`src/rtl/core/als_pkg.sv`:
```
package als_pkg;

    localparam int CAPACITY   = 16;
    localparam int WORD_WIDTH = 32;

    localparam int ELEM_W = 32;
    localparam int POS_W  = 4;
    localparam int REQ_W  = 3;
    localparam int STAT_W = 2;

    localparam int SLOT_W = (CAPACITY > 1) ? $clog2(CAPACITY) : 1;
    localparam int CNT_W  = $clog2(CAPACITY + 1);
    localparam int CMP_W  = (CNT_W > POS_W) ? CNT_W : POS_W;

    // s_tdata: elem_value, position; m_tdata: read_value, status, count, is_empty, is_full
    localparam int S_DATA_BITS = ELEM_W + POS_W;
    localparam int S_DATA_W    = ((S_DATA_BITS + 7) / 8) * 8;
    localparam int M_DATA_BITS = ELEM_W + STAT_W + CNT_W + 2;
    localparam int M_DATA_W    = ((M_DATA_BITS + 7) / 8) * 8;

    typedef enum logic [REQ_W-1:0] {
        REQ_PUSH_BACK  = 3'd0,
        REQ_PUSH_FRONT = 3'd1,
        REQ_POP_BACK   = 3'd2,
        REQ_POP_FRONT  = 3'd3,
        REQ_READ_AT    = 3'd4,
        REQ_READ_FRONT = 3'd5,
        REQ_READ_BACK  = 3'd6
    } req_t;

    typedef enum logic [STAT_W-1:0] {
        ST_OK    = 2'd0,
        ST_FULL  = 2'd1,
        ST_EMPTY = 2'd2,
        ST_RANGE = 2'd3
    } status_t;

    typedef enum logic [1:0] {
        S_IDLE,
        S_EXEC,
        S_RESULT
    } state_t;

    typedef struct packed {
        logic capture;
        logic exec;
        logic load_out;
    } als_cmd_t;

    typedef struct packed {
        logic out_free;
    } als_stat_t;

    // ring slot of list index idx, idx below CAPACITY
    function automatic logic [SLOT_W-1:0] slot_add(input logic [SLOT_W-1:0] front,
                                                   input logic [SLOT_W-1:0] idx);
        logic [SLOT_W:0] sum;
        sum = {1'b0, front} + {1'b0, idx};
        if (sum >= (SLOT_W + 1)'(CAPACITY)) begin
            sum = sum - (SLOT_W + 1)'(CAPACITY);
        end
        return sum[SLOT_W-1:0];
    endfunction

endpackage

```
`src/rtl/core/als_ram.sv`:
```
module als_ram #(
    parameter int WIDTH = 32,
    parameter int DEPTH = 16
) (
    input  logic                               clk,
    input  logic                               wr_en,
    input  logic [$clog2(DEPTH > 1 ? DEPTH : 2)-1:0] wr_addr,
    input  logic [WIDTH-1:0]                   wr_data,
    input  logic                               rd_en,
    input  logic [$clog2(DEPTH > 1 ? DEPTH : 2)-1:0] rd_addr,
    output logic [WIDTH-1:0]                   rd_data
);

    logic [WIDTH-1:0] mem [DEPTH];

    always_ff @(posedge clk) begin
        if (wr_en) begin
            mem[wr_addr] <= wr_data;
        end
        if (rd_en) begin
            rd_data <= mem[rd_addr];
        end
    end

endmodule

```
`src/rtl/core/als_dp.sv`:
```
module als_dp (
    input  logic                         aclk,
    input  logic                         aresetn,
    input  als_pkg::als_cmd_t            cmd,
    output als_pkg::als_stat_t           stat,
    input  logic [als_pkg::S_DATA_W-1:0] s_tdata,
    input  logic [als_pkg::REQ_W-1:0]    s_tuser,
    input  logic                         m_tready,
    output logic                         m_tvalid,
    output logic [als_pkg::M_DATA_W-1:0] m_tdata
);

    import als_pkg::*;

    // captured request
    req_t               req_reg;
    logic [ELEM_W-1:0]  val_reg;
    logic [POS_W-1:0]   pos_reg;

    // list state
    logic [SLOT_W-1:0]  front_reg, front_next;
    logic [CNT_W-1:0]   count_reg, count_next;

    // result of the access step
    status_t            pend_status_reg, pend_status_next;
    logic               pend_rd_ok_reg, pend_rd_ok_next;

    // output register
    logic               out_valid_reg;
    logic [ELEM_W-1:0]  out_value_reg;
    status_t            out_status_reg;
    logic [CNT_W-1:0]   out_count_reg;
    logic               out_empty_reg;
    logic               out_full_reg;

    logic               wr_en, rd_en;
    logic [SLOT_W-1:0]  wr_addr, rd_addr;
    logic [WORD_WIDTH-1:0] rd_data;
    logic               is_empty, is_full;
    logic [CMP_W-1:0]   pos_ext, cnt_ext;
    logic [SLOT_W-1:0]  front_inc, front_dec;

    als_ram #(
        .WIDTH(WORD_WIDTH),
        .DEPTH(CAPACITY)
    ) u_store (
        .clk    (aclk),
        .wr_en  (wr_en),
        .wr_addr(wr_addr),
        .wr_data(WORD_WIDTH'(val_reg)),
        .rd_en  (rd_en),
        .rd_addr(rd_addr),
        .rd_data(rd_data)
    );

    assign is_empty  = (count_reg == '0);
    assign is_full   = (count_reg == CNT_W'(CAPACITY));
    assign pos_ext   = CMP_W'(pos_reg);
    assign cnt_ext   = CMP_W'(count_reg);
    assign front_inc = (front_reg == SLOT_W'(CAPACITY - 1)) ? '0 : front_reg + 1'b1;
    assign front_dec = (front_reg == '0) ? SLOT_W'(CAPACITY - 1) : front_reg - 1'b1;

    always_comb begin
        wr_en            = 1'b0;
        rd_en            = 1'b0;
        wr_addr          = front_reg;
        rd_addr          = front_reg;
        front_next       = front_reg;
        count_next       = count_reg;
        pend_status_next = ST_OK;
        pend_rd_ok_next  = 1'b0;
        case (req_reg)
            REQ_PUSH_BACK: begin
                if (is_full) begin
                    pend_status_next = ST_FULL;
                end else begin
                    wr_en      = cmd.exec;
                    wr_addr    = slot_add(front_reg, SLOT_W'(count_reg));
                    count_next = count_reg + 1'b1;
                end
            end
            REQ_PUSH_FRONT: begin
                if (is_full) begin
                    pend_status_next = ST_FULL;
                end else begin
                    wr_en      = cmd.exec;
                    wr_addr    = front_dec;
                    front_next = front_dec;
                    count_next = count_reg + 1'b1;
                end
            end
            REQ_POP_BACK: begin
                if (is_empty) begin
                    pend_status_next = ST_EMPTY;
                end else begin
                    count_next = count_reg - 1'b1;
                end
            end
            REQ_POP_FRONT: begin
                if (is_empty) begin
                    pend_status_next = ST_EMPTY;
                end else begin
                    front_next = front_inc;
                    count_next = count_reg - 1'b1;
                end
            end
            REQ_READ_AT: begin
                if (is_empty) begin
                    pend_status_next = ST_EMPTY;
                end else if (pos_ext >= cnt_ext) begin
                    pend_status_next = ST_RANGE;
                end else begin
                    rd_en           = cmd.exec;
                    rd_addr         = slot_add(front_reg, SLOT_W'(pos_reg));
                    pend_rd_ok_next = 1'b1;
                end
            end
            REQ_READ_FRONT: begin
                if (is_empty) begin
                    pend_status_next = ST_EMPTY;
                end else begin
                    rd_en           = cmd.exec;
                    pend_rd_ok_next = 1'b1;
                end
            end
            REQ_READ_BACK: begin
                if (is_empty) begin
                    pend_status_next = ST_EMPTY;
                end else begin
                    rd_en           = cmd.exec;
                    rd_addr         = slot_add(front_reg, SLOT_W'(count_reg - 1'b1));
                    pend_rd_ok_next = 1'b1;
                end
            end
            default: begin
                // unused request code: no change, ok status
            end
        endcase
    end

    always_ff @(posedge aclk) begin
        if (cmd.capture) begin
            req_reg <= req_t'(s_tuser);
            val_reg <= s_tdata[ELEM_W-1:0];
            pos_reg <= s_tdata[ELEM_W +: POS_W];
        end
        if (cmd.exec) begin
            pend_status_reg <= pend_status_next;
            pend_rd_ok_reg  <= pend_rd_ok_next;
        end
        if (cmd.load_out) begin
            out_value_reg  <= pend_rd_ok_reg ? ELEM_W'(rd_data) : '0;
            out_status_reg <= pend_status_reg;
            out_count_reg  <= count_reg;
            out_empty_reg  <= is_empty;
            out_full_reg   <= is_full;
        end
    end

    always_ff @(posedge aclk) begin
        if (!aresetn) begin
            front_reg     <= '0;
            count_reg     <= '0;
            out_valid_reg <= 1'b0;
        end else begin
            if (cmd.exec) begin
                front_reg <= front_next;
                count_reg <= count_next;
            end
            if (cmd.load_out) begin
                out_valid_reg <= 1'b1;
            end else if (m_tready) begin
                out_valid_reg <= 1'b0;
            end
        end
    end

    assign stat.out_free = !out_valid_reg || m_tready;
    assign m_tvalid      = out_valid_reg;
    assign m_tdata       = M_DATA_W'({out_full_reg, out_empty_reg, out_count_reg,
                                      out_status_reg, out_value_reg});

    a_count_bound: assert property (@(posedge aclk) disable iff (!aresetn)
        count_reg <= CNT_W'(CAPACITY))
        else $error("word count above capacity");

    a_count_step: assert property (@(posedge aclk) disable iff (!aresetn)
        cmd.exec |=> (count_reg == $past(count_reg)) ||
                     (count_reg == $past(count_reg) + 1'b1) ||
                     (count_reg == $past(count_reg) - 1'b1))
        else $error("count moved by more than one word");

    a_load_free: assert property (@(posedge aclk) disable iff (!aresetn)
        cmd.load_out |-> (!out_valid_reg || m_tready))
        else $error("result overwritten before it was taken");

    a_full_status: assert property (@(posedge aclk) disable iff (!aresetn)
        (out_valid_reg && out_status_reg == ST_FULL) |-> out_full_reg)
        else $error("full status on a list that is not full");

    a_empty_status: assert property (@(posedge aclk) disable iff (!aresetn)
        (out_valid_reg && out_status_reg == ST_EMPTY) |-> out_empty_reg)
        else $error("empty status on a list that is not empty");

endmodule

```
`src/rtl/core/als_ctrl.sv`:
```
module als_ctrl (
    input  logic                aclk,
    input  logic                aresetn,
    input  logic                s_tvalid,
    output logic                s_tready,
    input  als_pkg::als_stat_t  stat,
    output als_pkg::als_cmd_t   cmd
);

    import als_pkg::*;

    state_t state_reg, state_next;

    always_ff @(posedge aclk) begin
        if (!aresetn) begin
            state_reg <= S_IDLE;
        end else begin
            state_reg <= state_next;
        end
    end

    always_comb begin
        state_next = state_reg;
        case (state_reg)
            S_IDLE: begin
                if (s_tvalid) begin
                    state_next = S_EXEC;
                end
            end
            S_EXEC: begin
                state_next = S_RESULT;
            end
            S_RESULT: begin
                if (stat.out_free) begin
                    state_next = S_IDLE;
                end
            end
            default: begin
                state_next = S_IDLE;
            end
        endcase
    end

    always_comb begin
        s_tready     = 1'b0;
        cmd.capture  = 1'b0;
        cmd.exec     = 1'b0;
        cmd.load_out = 1'b0;
        case (state_reg)
            S_IDLE: begin
                s_tready    = 1'b1;
                cmd.capture = s_tvalid;
            end
            S_EXEC: begin
                cmd.exec = 1'b1;
            end
            S_RESULT: begin
                cmd.load_out = stat.out_free;
            end
            default: begin
            end
        endcase
    end

endmodule

```
`src/rtl/core/array_list_store.sv`:
```
// ordered list of up to CAPACITY words kept in a ring buffer
//
// input channel (s_): one request item per handshake; s_tuser carries the
// request kind (push back/front, pop back/front, read at/front/back),
// s_tdata the word to push and the list position for read at.
// result channel (m_): exactly one result item per request, in order, with
// the word read (zero unless a read succeeds), a status code, and the count
// and empty/full flags as they stand after the request.
//
// one request is worked at a time: capture, one ring buffer access (read or
// write of the word store), then result load, so a new item is taken only
// after the result of the last one has been loaded into the output register.
// the output register lets the next request be accepted while a result
// still waits; if the receiver stalls, the following result holds in its
// final step until the output register drains.
// reset clears the list (count and front slot) and the output valid; the
// word store itself is not cleared, only live entries are ever read.
module array_list_store (
    input  logic                         aclk,
    input  logic                         aresetn,
    input  logic                         s_tvalid,
    output logic                         s_tready,
    input  logic [als_pkg::S_DATA_W-1:0] s_tdata,  // elem_value, position, zero pad
    input  logic [als_pkg::REQ_W-1:0]    s_tuser,  // req_type
    output logic                         m_tvalid,
    input  logic                         m_tready,
    output logic [als_pkg::M_DATA_W-1:0] m_tdata   // read_value, status, count, is_empty,
                                                   // is_full, zero pad
);

    import als_pkg::*;

    als_cmd_t  cmd;
    als_stat_t stat;

    als_ctrl u_ctrl (
        .aclk    (aclk),
        .aresetn (aresetn),
        .s_tvalid(s_tvalid),
        .s_tready(s_tready),
        .stat    (stat),
        .cmd     (cmd)
    );

    als_dp u_dp (
        .aclk    (aclk),
        .aresetn (aresetn),
        .cmd     (cmd),
        .stat    (stat),
        .s_tdata (s_tdata),
        .s_tuser (s_tuser),
        .m_tready(m_tready),
        .m_tvalid(m_tvalid),
        .m_tdata (m_tdata)
    );

endmodule

```
`config.mk`:
```
export PLATFORM = sky130hd
export DESIGN_NAME = array_list_store
export DESIGN_NICKNAME = d
export VERILOG_FILES = /design/src/rtl/core/als_pkg.sv /design/src/rtl/core/als_ram.sv /design/src/rtl/core/als_dp.sv /design/src/rtl/core/als_ctrl.sv /design/src/rtl/core/array_list_store.sv
export SDC_FILE = /design/constraint.sdc
export NUM_CORES = 1
export LEC_CHECK = 0
export BUFFER_PORTS_ARGS = -buffer_cell sky130_fd_sc_hd__buf_2
export CORE_MARGIN = 4
export CORE_UTILIZATION = 65
export DETAILED_ROUTE_END_ITERATION = 8
export HOLD_SLACK_MARGIN = 0.15
export PLACE_DENSITY = 0.83
export SETUP_SLACK_MARGIN = 0.1
export SLEW_MARGIN = 40
export SYNTH_ARGS = -nofsm -noshare
export SYNTH_HDL_FRONTEND = slang
export SYNTH_HIERARCHICAL = 1
export SYNTH_SLANG_ARGS = --single-unit
```
`constraint.sdc`:
```
create_clock -name aclk -period 15.2 [get_ports aclk]
set_input_delay 1.52 -clock aclk [delete_from_list [all_inputs] [get_ports aclk]]
set_output_delay 1.52 -clock aclk [all_outputs]
set_load 0.02 [all_outputs]
```
# Word-level counts from Yosys, hierarchy flattened
# Memory sizes are Yosys's and may differ from the RTL's. A register that Yosys moved wholly into a read port is not among the register bits.
# Index checks and enable logic that the tools add are counted.
dict set report classes {
  mux 43
  order_cmp 4
  n_addsub 10
  eq_ne 15
  n_reduce_logical 16
}
# op count
set op_table {}
lappend op_table {{two-way mux 4 bit} 11}
lappend op_table {{case mux 4 bit (2 select lines)} 3}
lappend op_table {{two-way mux 1 bit} 17}
lappend op_table {{subtractor 4 x 1 -> 4 bit (second input constant)} 4}
lappend op_table {{adder 4 x 4 -> 5 bit} 3}
lappend op_table {{greater-or-equal comparator 5 bit (second input constant)} 3}
lappend op_table {{case mux 2 bit (3 select lines)} 2}
lappend op_table {{two-way mux 2 bit} 5}
lappend op_table {{two-way mux 5 bit} 2}
lappend op_table {{case mux 5 bit (2 select lines)} 1}
lappend op_table {{equality test 3 bit (second input constant)} 3}
lappend op_table {{!= test 2 bit (second input constant)} 4}
lappend op_table {{equality test 3 x 2 -> 1 bit (second input constant)} 2}
lappend op_table {{nonzero test 2 bit} 3}
lappend op_table {{OR reduction 2 bit} 3}
lappend op_table {{adder 5 x 1 -> 5 bit (second input constant)} 1}
lappend op_table {{equality test 5 bit (second input constant)} 1}
lappend op_table {{greater-or-equal comparator 4 x 5 -> 1 bit} 1}
lappend op_table {{zero test 5 bit} 1}
lappend op_table {{subtractor 5 x 1 -> 5 bit (second input constant)} 1}
lappend op_table {{adder 4 x 1 -> 4 bit (second input constant)} 1}
lappend op_table {{equality test 4 bit (second input constant)} 1}
lappend op_table {{zero test 4 bit} 1}
lappend op_table {{case mux 1 bit (2 select lines)} 2}
lappend op_table {{other kinds (12)} 12}
dict set report word_totals {
  ramBits 512
  register_bits 95
  in_bits 47
  n_memories 1
}
# memory depth width rd rd_ports_with_merged_regs write_ports line_no
set mem_list {}
lappend mem_list {u_dp.u_store.mem 16 32 1 1 1 als_ram.sv:14} ;# logic [WIDTH-1:0] mem [DEPTH];

# Longest topological paths before layout
# Gate-level depths: netlist of the first run.
dict set report depth {
  depth_word 6
  ltp_mapped 14
}

# Modules after synthesis
# Netlist of the first run, hierarchy kept.
# module area_each_um2 instances cells_per_inst
set by_module_without_submodules {}
lappend by_module_without_submodules {als_ram 20155.6 1 838}
lappend by_module_without_submodules {als_dp 4266.6 1 317}
lappend by_module_without_submodules {als_ctrl 95.1 1 9}

# Worst setup path after synthesis of the first run
# Ideal clock, no wire load.
dict set report synth_path {
  path_type {register to register}
  from {register u_dp.front_reg[1]}
  to {memory u_dp.u_store.mem[0][0] (enable)}
  t_required_ns 14.739
  path_slack_ns 10.385
  setup_time_ns 0.461
  path_buffers 0
  path_stages_with_launch 10
  arrival_ns 4.354
  cell_sequence {dfxtp_1 -> inv_1 -> ha_1 -> nor3b_1 -> o21a_1 -> o21ai_0 -> a21o_1 -> a22oi_1 -> or3b_2 -> nor3_1}
}
dict set report synth_via {
  elab_chain_cells 5
  word_cells_on_any_way 10
  cone_classes {add/sub: 3; order compare: 1; mux: 5; reduce/logical: 1}
}
# item line_no
set synth_lines {}
lappend synth_lines {{start: declaration} als_dp.sv:21} ;# logic [SLOT_W-1:0] front_reg, front_next;
lappend synth_lines {{start signal: assignment} als_dp.sv:167} ;# front_reg <= front_next;
lappend synth_lines {{adder 4 x 4 -> 5 bit} als_pkg.sv:58} ;# sum = {1'b0, front} + {1'b0, idx};
lappend synth_lines {{subtractor 4 x 1 -> 4 bit or greater-or-equal comparator 5 bit (tied branches)} {als_pkg.sv:60, als_pkg.sv:59}}
lappend synth_lines {{two-way mux 4 bit} als_pkg.sv:59} ;# if (sum >= (SLOT_W + 1)'(CAPACITY)) begin
lappend synth_lines {{two-way mux 4 bit} als_dp.sv:74} ;# if (is_full) begin
lappend synth_lines {{case mux 4 bit (2 select lines) *} als_dp.sv:72} ;# case (req_reg)
lappend synth_lines {{named net u_dp.wr_addr[2]} als_dp.sv:37} ;# logic [SLOT_W-1:0] wr_addr, rd_addr;
lappend synth_lines {{end: declaration} als_ram.sv:14}
# Mark *: on every way through the listed nets, which the timed path passes. The rest lies on a longest branch.

# Worst setup path in the final report of the first run
dict set report layout_path {
  from {register u_dp.count_reg[0] (netlist: u_dp/cnt_ext[0])}
  to {register u_dp.u_store.rd_data[22] (read register of u_dp.u_store.mem) (data pin)}
}
dict set report layout_via {
  word_cells_on_any_way 15
  cone_classes {add/sub: 3; order compare: 2; mux: 9; reduce/logical: 1}
}
# item line_no
set layout_lines {}
lappend layout_lines {{start: declaration} als_dp.sv:22} ;# logic [CNT_W-1:0] count_reg, count_next;
lappend layout_lines {{start signal: assignment} als_dp.sv:168} ;# count_reg <= count_next;
lappend layout_lines {{zero test 5 bit *} als_dp.sv:56} ;# assign is_empty = (count_reg == '0);
lappend layout_lines {{named net u_dp.is_empty} als_dp.sv:39} ;# logic is_empty, is_full;
lappend layout_lines {{two-way mux 4 bit, on equally long branches} {als_dp.sv:127, als_dp.sv:108}}
lappend layout_lines {{case mux 4 bit (2 select lines) *} als_dp.sv:72}
lappend layout_lines {{named net u_dp.rd_addr[0]} als_dp.sv:37}
lappend layout_lines {{end: declaration} als_ram.sv:11} ;# output logic [WIDTH-1:0] rd_data
# Marked as above.
# A chain may end at the register's enable or synchronous reset.

==> results.sh, run 1 <==
export IMPL_grt_pass1_wl_um=81800
export IMPL_yosys_top_cells_area="edfxtp_1 77%, mux4_2 12%, a22oi_1 2.0%"
export IMPL_clkTransAtPathRegs_ns=0.06
export IMPL_io_pins=97
export IMPL_status="complete, no violations"
export IMPL_grtUsageTotal_pct=27.5
export IMPL_slew_headroom_pct=44.7
export IMPL_top_register="u_dp/u_store/mem"
export IMPL_maxCapViolCount=0
export IMPL_grt_use_met2_pct=44.1
export IMPL_fin_crit_ns=4.65
export IMPL_cts_buffer_depth=3
export IMPL_irDropWorstVdd_mv=0.107
export IMPL_dieArea_mm2=0.0409
export IMPL_via_per_inst=6.69
export IMPL_synth_cell_area_mm2=0.0245
export IMPL_coreArea_mm2=0.0369
export IMPL_worstMarginPinSlew_ns=0.829
export IMPL_cp_max_fo=49
export IMPL_diodes=0
export IMPL_cts_tree="done"
export IMPL_nets=1357
export IMPL_maxSlewViolCount=0
export IMPL_rows=70
export IMPL_synth_avg_cell_area_um2=21.1
export IMPL_die_x_um=202
export IMPL_drtPass1Iterations=5
export IMPL_grt_pass1_vias=12400
export IMPL_post_cts_buffers=0
export IMPL_cp_arrival_ns=4.99
export IMPL_synthArstFlopShare_pct=0
export IMPL_antenna_found_initial=0
export IMPL_fillCellCount=1916
export IMPL_period_share_pct=30.6
export IMPL_cts_root_buf="clkbuf_16"
export IMPL_endpoint_kind="flop"
export IMPL_busiest_layer="met2"
export IMPL_finalHoldViolations=0
export IMPL_htreeDepth=2
export IMPL_synthCells=1164
export IMPL_multiInputGateArea_mm2=0.00526
export IMPL_drt_iter0_markers=1729
export IMPL_grt_max_degree=56
export IMPL_io_buffers=85
export IMPL_holdWs_ns=0.423
export IMPL_ys_warn_count=6
export IMPL_synth_flop_cell="edfxtp_1"
export IMPL_grt_setup_unrepaired="no"
export IMPL_final_cell_mix="627 x edfxtp_1, 128 x mux4_2, 85 x buf_2"
export IMPL_grt_util_met3_pct=5.62
export IMPL_seq_area_mm2=0.0191
export IMPL_yosysTopAreaCellShare_pct=76.8
export IMPL_clock_latency_ns=0.63
export IMPL_leakagePower_nw=8.87
export IMPL_wl_per_cell_um=30.0
export IMPL_grtUsageMet1_pct=39.0
export IMPL_clock_skew_ns=0.0210
export IMPL_cts_buffers=59
export IMPL_ys_types=66
export IMPL_worstSetupPathType="flop to flop"
export IMPL_setup_viol=0
export IMPL_yosysTopAreaCell="edfxtp_1"
export IMPL_synth_edf_count=627
export IMPL_wirelength_um=55200
export IMPL_vias=12300
export IMPL_cts_sinks=639
export IMPL_postCtsResizedCells=0
export IMPL_finalSetupTns_ns=0
export IMPL_hp_class="flop to flop"
export IMPL_cp_start_kind="flop"
export IMPL_largest_register_ffs=512
export IMPL_fmax_ghz=0.215
export IMPL_place_gp_congestion=0.839
export IMPL_drc=0
export IMPL_synth_seq_area_share_pct=77.8
export IMPL_final_antenna_net_count=0
export IMPL_drive_above_1_share_pct=28.4
export IMPL_powerDensity_mw_per_mm2=132
export IMPL_area_growth_pct=13.3
export IMPL_die_h_um=202
export IMPL_overflow=0
export IMPL_start_util_pct=66.5
export IMPL_layout_commonest_cell="edfxtp_1"
export IMPL_dp_hpwl_um=26600
export IMPL_hold_buffers=0
export IMPL_required_ns=15.54
export IMPL_ys_ff_latch=639
-- report_power, final --
group          internal [mW]  switching [mW]
Sequential              1.96          0.0281
Clock                  0.892           0.646
Combinational         0.0600          0.0806
Total                   2.91           0.755
-- cell families after synthesis --
group / Yosys count / share of synthesized area, %
compound gates: 113 / 3.41
xor+xnor: 12 / 0.429
fa+ha+maj: 22 / 1.21
buf+inv: 79 / 1.60
flops: 639 / 77.8
mux: 133 / 12.0
other cells: 1 / 0.0153
simple gates: 165 / 3.58
-- synthesized netlist by cell type, types with 6 or more instances --
library cell	number
mux4_2	128
dfxtp_1	12
clkbuf_1	22
a22oi_1	65
nand2b_1	6
a21oi_1	8
xnor2_1	9
buf_1	10
buf_2	10
buf_4	19
o21ai_0	8
inv_1	16
and2_1	34
edfxtp_1	627
nor3_1	9
ha_1	19
nand2_1	49
nor2_1	31
-- final cells by class --
cell class,count,area share (%)
multi-input combinational,452,18.9
inverter,17,0.248
sequential,639,68.7
clock buffer,63,5.45
tap,504,2.27
timing repair buffer,119,2.60
clock inverter,47,1.84
-- worst paths after layout --
path / start / endpoint / slack [ns] / depth (start not counted)
max: u_dp/cnt_ext[0] / u_dp/u_store/rd_data[22] / 10.55 / 12
min: u_dp/pend_status_reg[0] / u_dp/out_status_reg[0] / 0.42 / 0
min reg2reg: u_dp/pend_status_reg[0] / u_dp/out_status_reg[0] / 0.42 / 0
max reg2reg: u_dp/cnt_ext[0] / u_dp/u_store/rd_data[22] / 10.55 / 12
-- stage by stage --
| step | setup slack (ns) | cells | total power, mW | util [%] | area [µm²] |
|---|---|---|---|---|---|
| 2_1_floorplan | 10.39 | 1170 | 2.11 | - | 24500 |
| 3_3_place_gp | 10.19 | 1727 | 2.15 | 69.6 | 25700 |
| 3_5_place_dp | 10.33 | 1731 | 2.16 | 69.8 | 25700 |
| 5_1_grt | 10.15 | 1841 | 3.78 | 75.3 | 27800 |
| 6_report | 10.55 | 1841 | 3.66 | 75.3 | 27800 |
| 4_1_cts | 10.31 | 1841 | 3.68 | 75.3 | 27800 |
-- routing by layer --
layer,part of all wire [%],vias up
li1,-,5025
met1,37,6317
met2,49,843
met3,10,128
met4,3.3,0
met5,0,-
-- worst max-delay path: stages (launching register included) --
cell       delay (ns)
dfxtp_1          0.53
inv_1            0.15
ha_1             0.24
or4b_4           0.26
clkinv_4         0.09
nor3b_4          0.41
nor2b_1          0.47
a2bb2oi_4        0.17
buf_6            0.44
buf_6            0.62
mux4_2           0.60
a22oi_1          0.21
nand2_1          0.13
Note: power is estimated with default switching activity, not from simulation.
==> run 2, diff against run 1 <==
- CORE_UTILIZATION: 65 -> 61
- PLACE_DENSITY: 0.83 -> 0.79
- clock period: 15.2 -> 4.6 ns (I/O delays scaled with it)
==> results.sh, run 2 (synthesis gave the netlist of run 1 again) <==
export IMPL_wl_per_cell_um=27.6
export IMPL_grt_setup_unrepaired="no"
export IMPL_setup_viol=0
export IMPL_drive_above_1_share_pct=27.1
export IMPL_cts_sinks=639
export IMPL_worstMarginPinSlew_ns=0.799
export IMPL_clock_skew_ns=0.0140
export IMPL_cts_buffer_depth=3
export IMPL_period_share_pct=91.9
export IMPL_dp_hpwl_um=26600
export IMPL_top_register="u_dp/u_store/mem"
export IMPL_maxCapViolCount=0
export IMPL_cp_arrival_ns=4.52
export IMPL_dieArea_mm2=0.0435
export IMPL_wirelength_um=52900
export IMPL_status="complete, no violations"
export IMPL_fmax_ghz=0.237
export IMPL_area_growth_pct=15.1
export IMPL_irDropWorstVdd_mv=0.362
export IMPL_finalSetupTns_ns=0
export IMPL_met2_length_um=27000
export IMPL_rows=73
export IMPL_io_pins=97
export IMPL_nets=1410
export IMPL_slew_headroom_pct=46.7
export IMPL_endpoint_kind="flop"
export IMPL_leakagePower_nw=8.99
export IMPL_die_h_um=208
export IMPL_clock_latency_ns=0.62
export IMPL_htreeDepth=2
export IMPL_vias=12000
export IMPL_place_area_mm2=0.0260
export IMPL_place_gp_congestion=0.795
export IMPL_worstSetupPathType="flop to flop"
export IMPL_highest_signal_layer="met4"
export IMPL_required_ns=4.89
export IMPL_final_antenna_net_count=0
export IMPL_start_util_pct=61.7
export IMPL_maxSlewViolCount=0
export IMPL_drtPass1Iterations=5
export IMPL_finalHoldViolations=0
export IMPL_holdWs_ns=0.187
export IMPL_largest_register_ffs=512
export IMPL_hp_class="input pin to flop"
export IMPL_postCtsResizedCells=0
export IMPL_fin_area_mm2=0.0282
export IMPL_grt_pass1_vias=12500
export IMPL_via_per_inst=6.29
export IMPL_drt_iter0_markers=1472
export IMPL_wl_met3_um=4540
export IMPL_diodes=0
export IMPL_overflow=0
export IMPL_r2r_cells=11
export IMPL_drc=0
export IMPL_powerDensity_mw_per_mm2=411
export IMPL_cts_tree="done"
export IMPL_io_buffers=85
export IMPL_cts_buffers=60
export IMPL_antenna_found_initial=0
export IMPL_finalPower_mw=11.6
export IMPL_fin_crit_ns=4.23
export IMPL_clkTransAtPathRegs_ns=0.06
export IMPL_final_cell_mix="627 x edfxtp_1, 128 x mux4_2, 85 x buf_2"
export IMPL_cp_start_kind="flop"
export IMPL_min_path_cells=3
export IMPL_cp_max_fo=13
export IMPL_grt_pass1_wl_um=79400
export IMPL_wl_met1_um=20000
export IMPL_grtUsageTotal_pct=24.6
export IMPL_grt_max_degree=46
export IMPL_die_x_um=208
export IMPL_cts_root_buf="clkbuf_16"
export IMPL_coreArea_mm2=0.0397
export IMPL_layout_commonest_cell="edfxtp_1"
## run 2: cell count changes in the layout (fill, tap and decap cells not counted), sizes merged
cell         delta
inv             +1
clkbuf          +7
bufinv          -8
buf            +12
dlygate4sd3    +40
## run 2: worst paths after layout
kind	from	slack (ns)	to
max	u_dp/cnt_ext[1]	0.37	u_dp/u_store/mem[13][10]
min	m_tready	0.19	u_dp/m_tvalid
max reg2reg	u_dp/cnt_ext[1]	0.37	u_dp/u_store/mem[13][10]
min reg2reg	u_dp/pend_status_reg[1]	0.43	u_dp/out_status_reg[1]
## run 2: layer usage
metal	vias to the layer above	GRT usage (%)
li1	5136	-
met1	6188	34.8
met2	612	41.0
met3	102	3.38
met4	0	7.70
met5	-	0
## run 2: area by class of cell
class                      instances  area, µm²
timing repair buffer             171       1330
multi-input combinational        452       5280
tap                              525        657
fill                            2289      11500
clock buffer                      70       1540
inverter                          17       68.8
clock inverter                    40        264
sequential                       639      19100
## run 2: worst max-delay path, cell delays in order (launching register included)
cell	delay, ns
dfxtp_1	0.38
inv_1	0.18
ha_1	0.19
nand4bb_1	0.42
inv_1	0.33
nor2_1	0.07
mux2i_1	0.15
mux2_2	0.36
a211oi_1	0.40
nand3_1	0.47
nor2_4	0.56
buf_4	0.37
## run 2: per-stage QoR
step | std cells | utilization (%) | worst slack [ns]
6_report | 1914 | 71.0 | 0.372
4_1_cts | 1914 | 71.0 | 0.423
3_5_place_dp | 1764 | 65.5 | 0.498
2_1_floorplan | 1170 | - | 0.538
3_3_place_gp | 1764 | 65.5 | 0.518
5_1_grt | 1914 | 71.0 | 0.109
## run 2: timing repair
action / CTS / global route
hold buffers: 40 / 0
endpoints found under the hold margin: 43 / 0
setup endpoints to repair: 0 / 6
setup buffers: 0 / 0
## run 2: power by group
group | internal [mW] | switching [mW] | total, mW | leakage (nW)
clock | 2.50 | 2.05 | 4.55 | 0.880
combinational | 0.228 | 0.269 | 0.497 | 2.34
sequential | 6.46 | 0.0892 | 6.55 | 5.77
total | 9.19 | 2.41 | 11.6 | 8.99
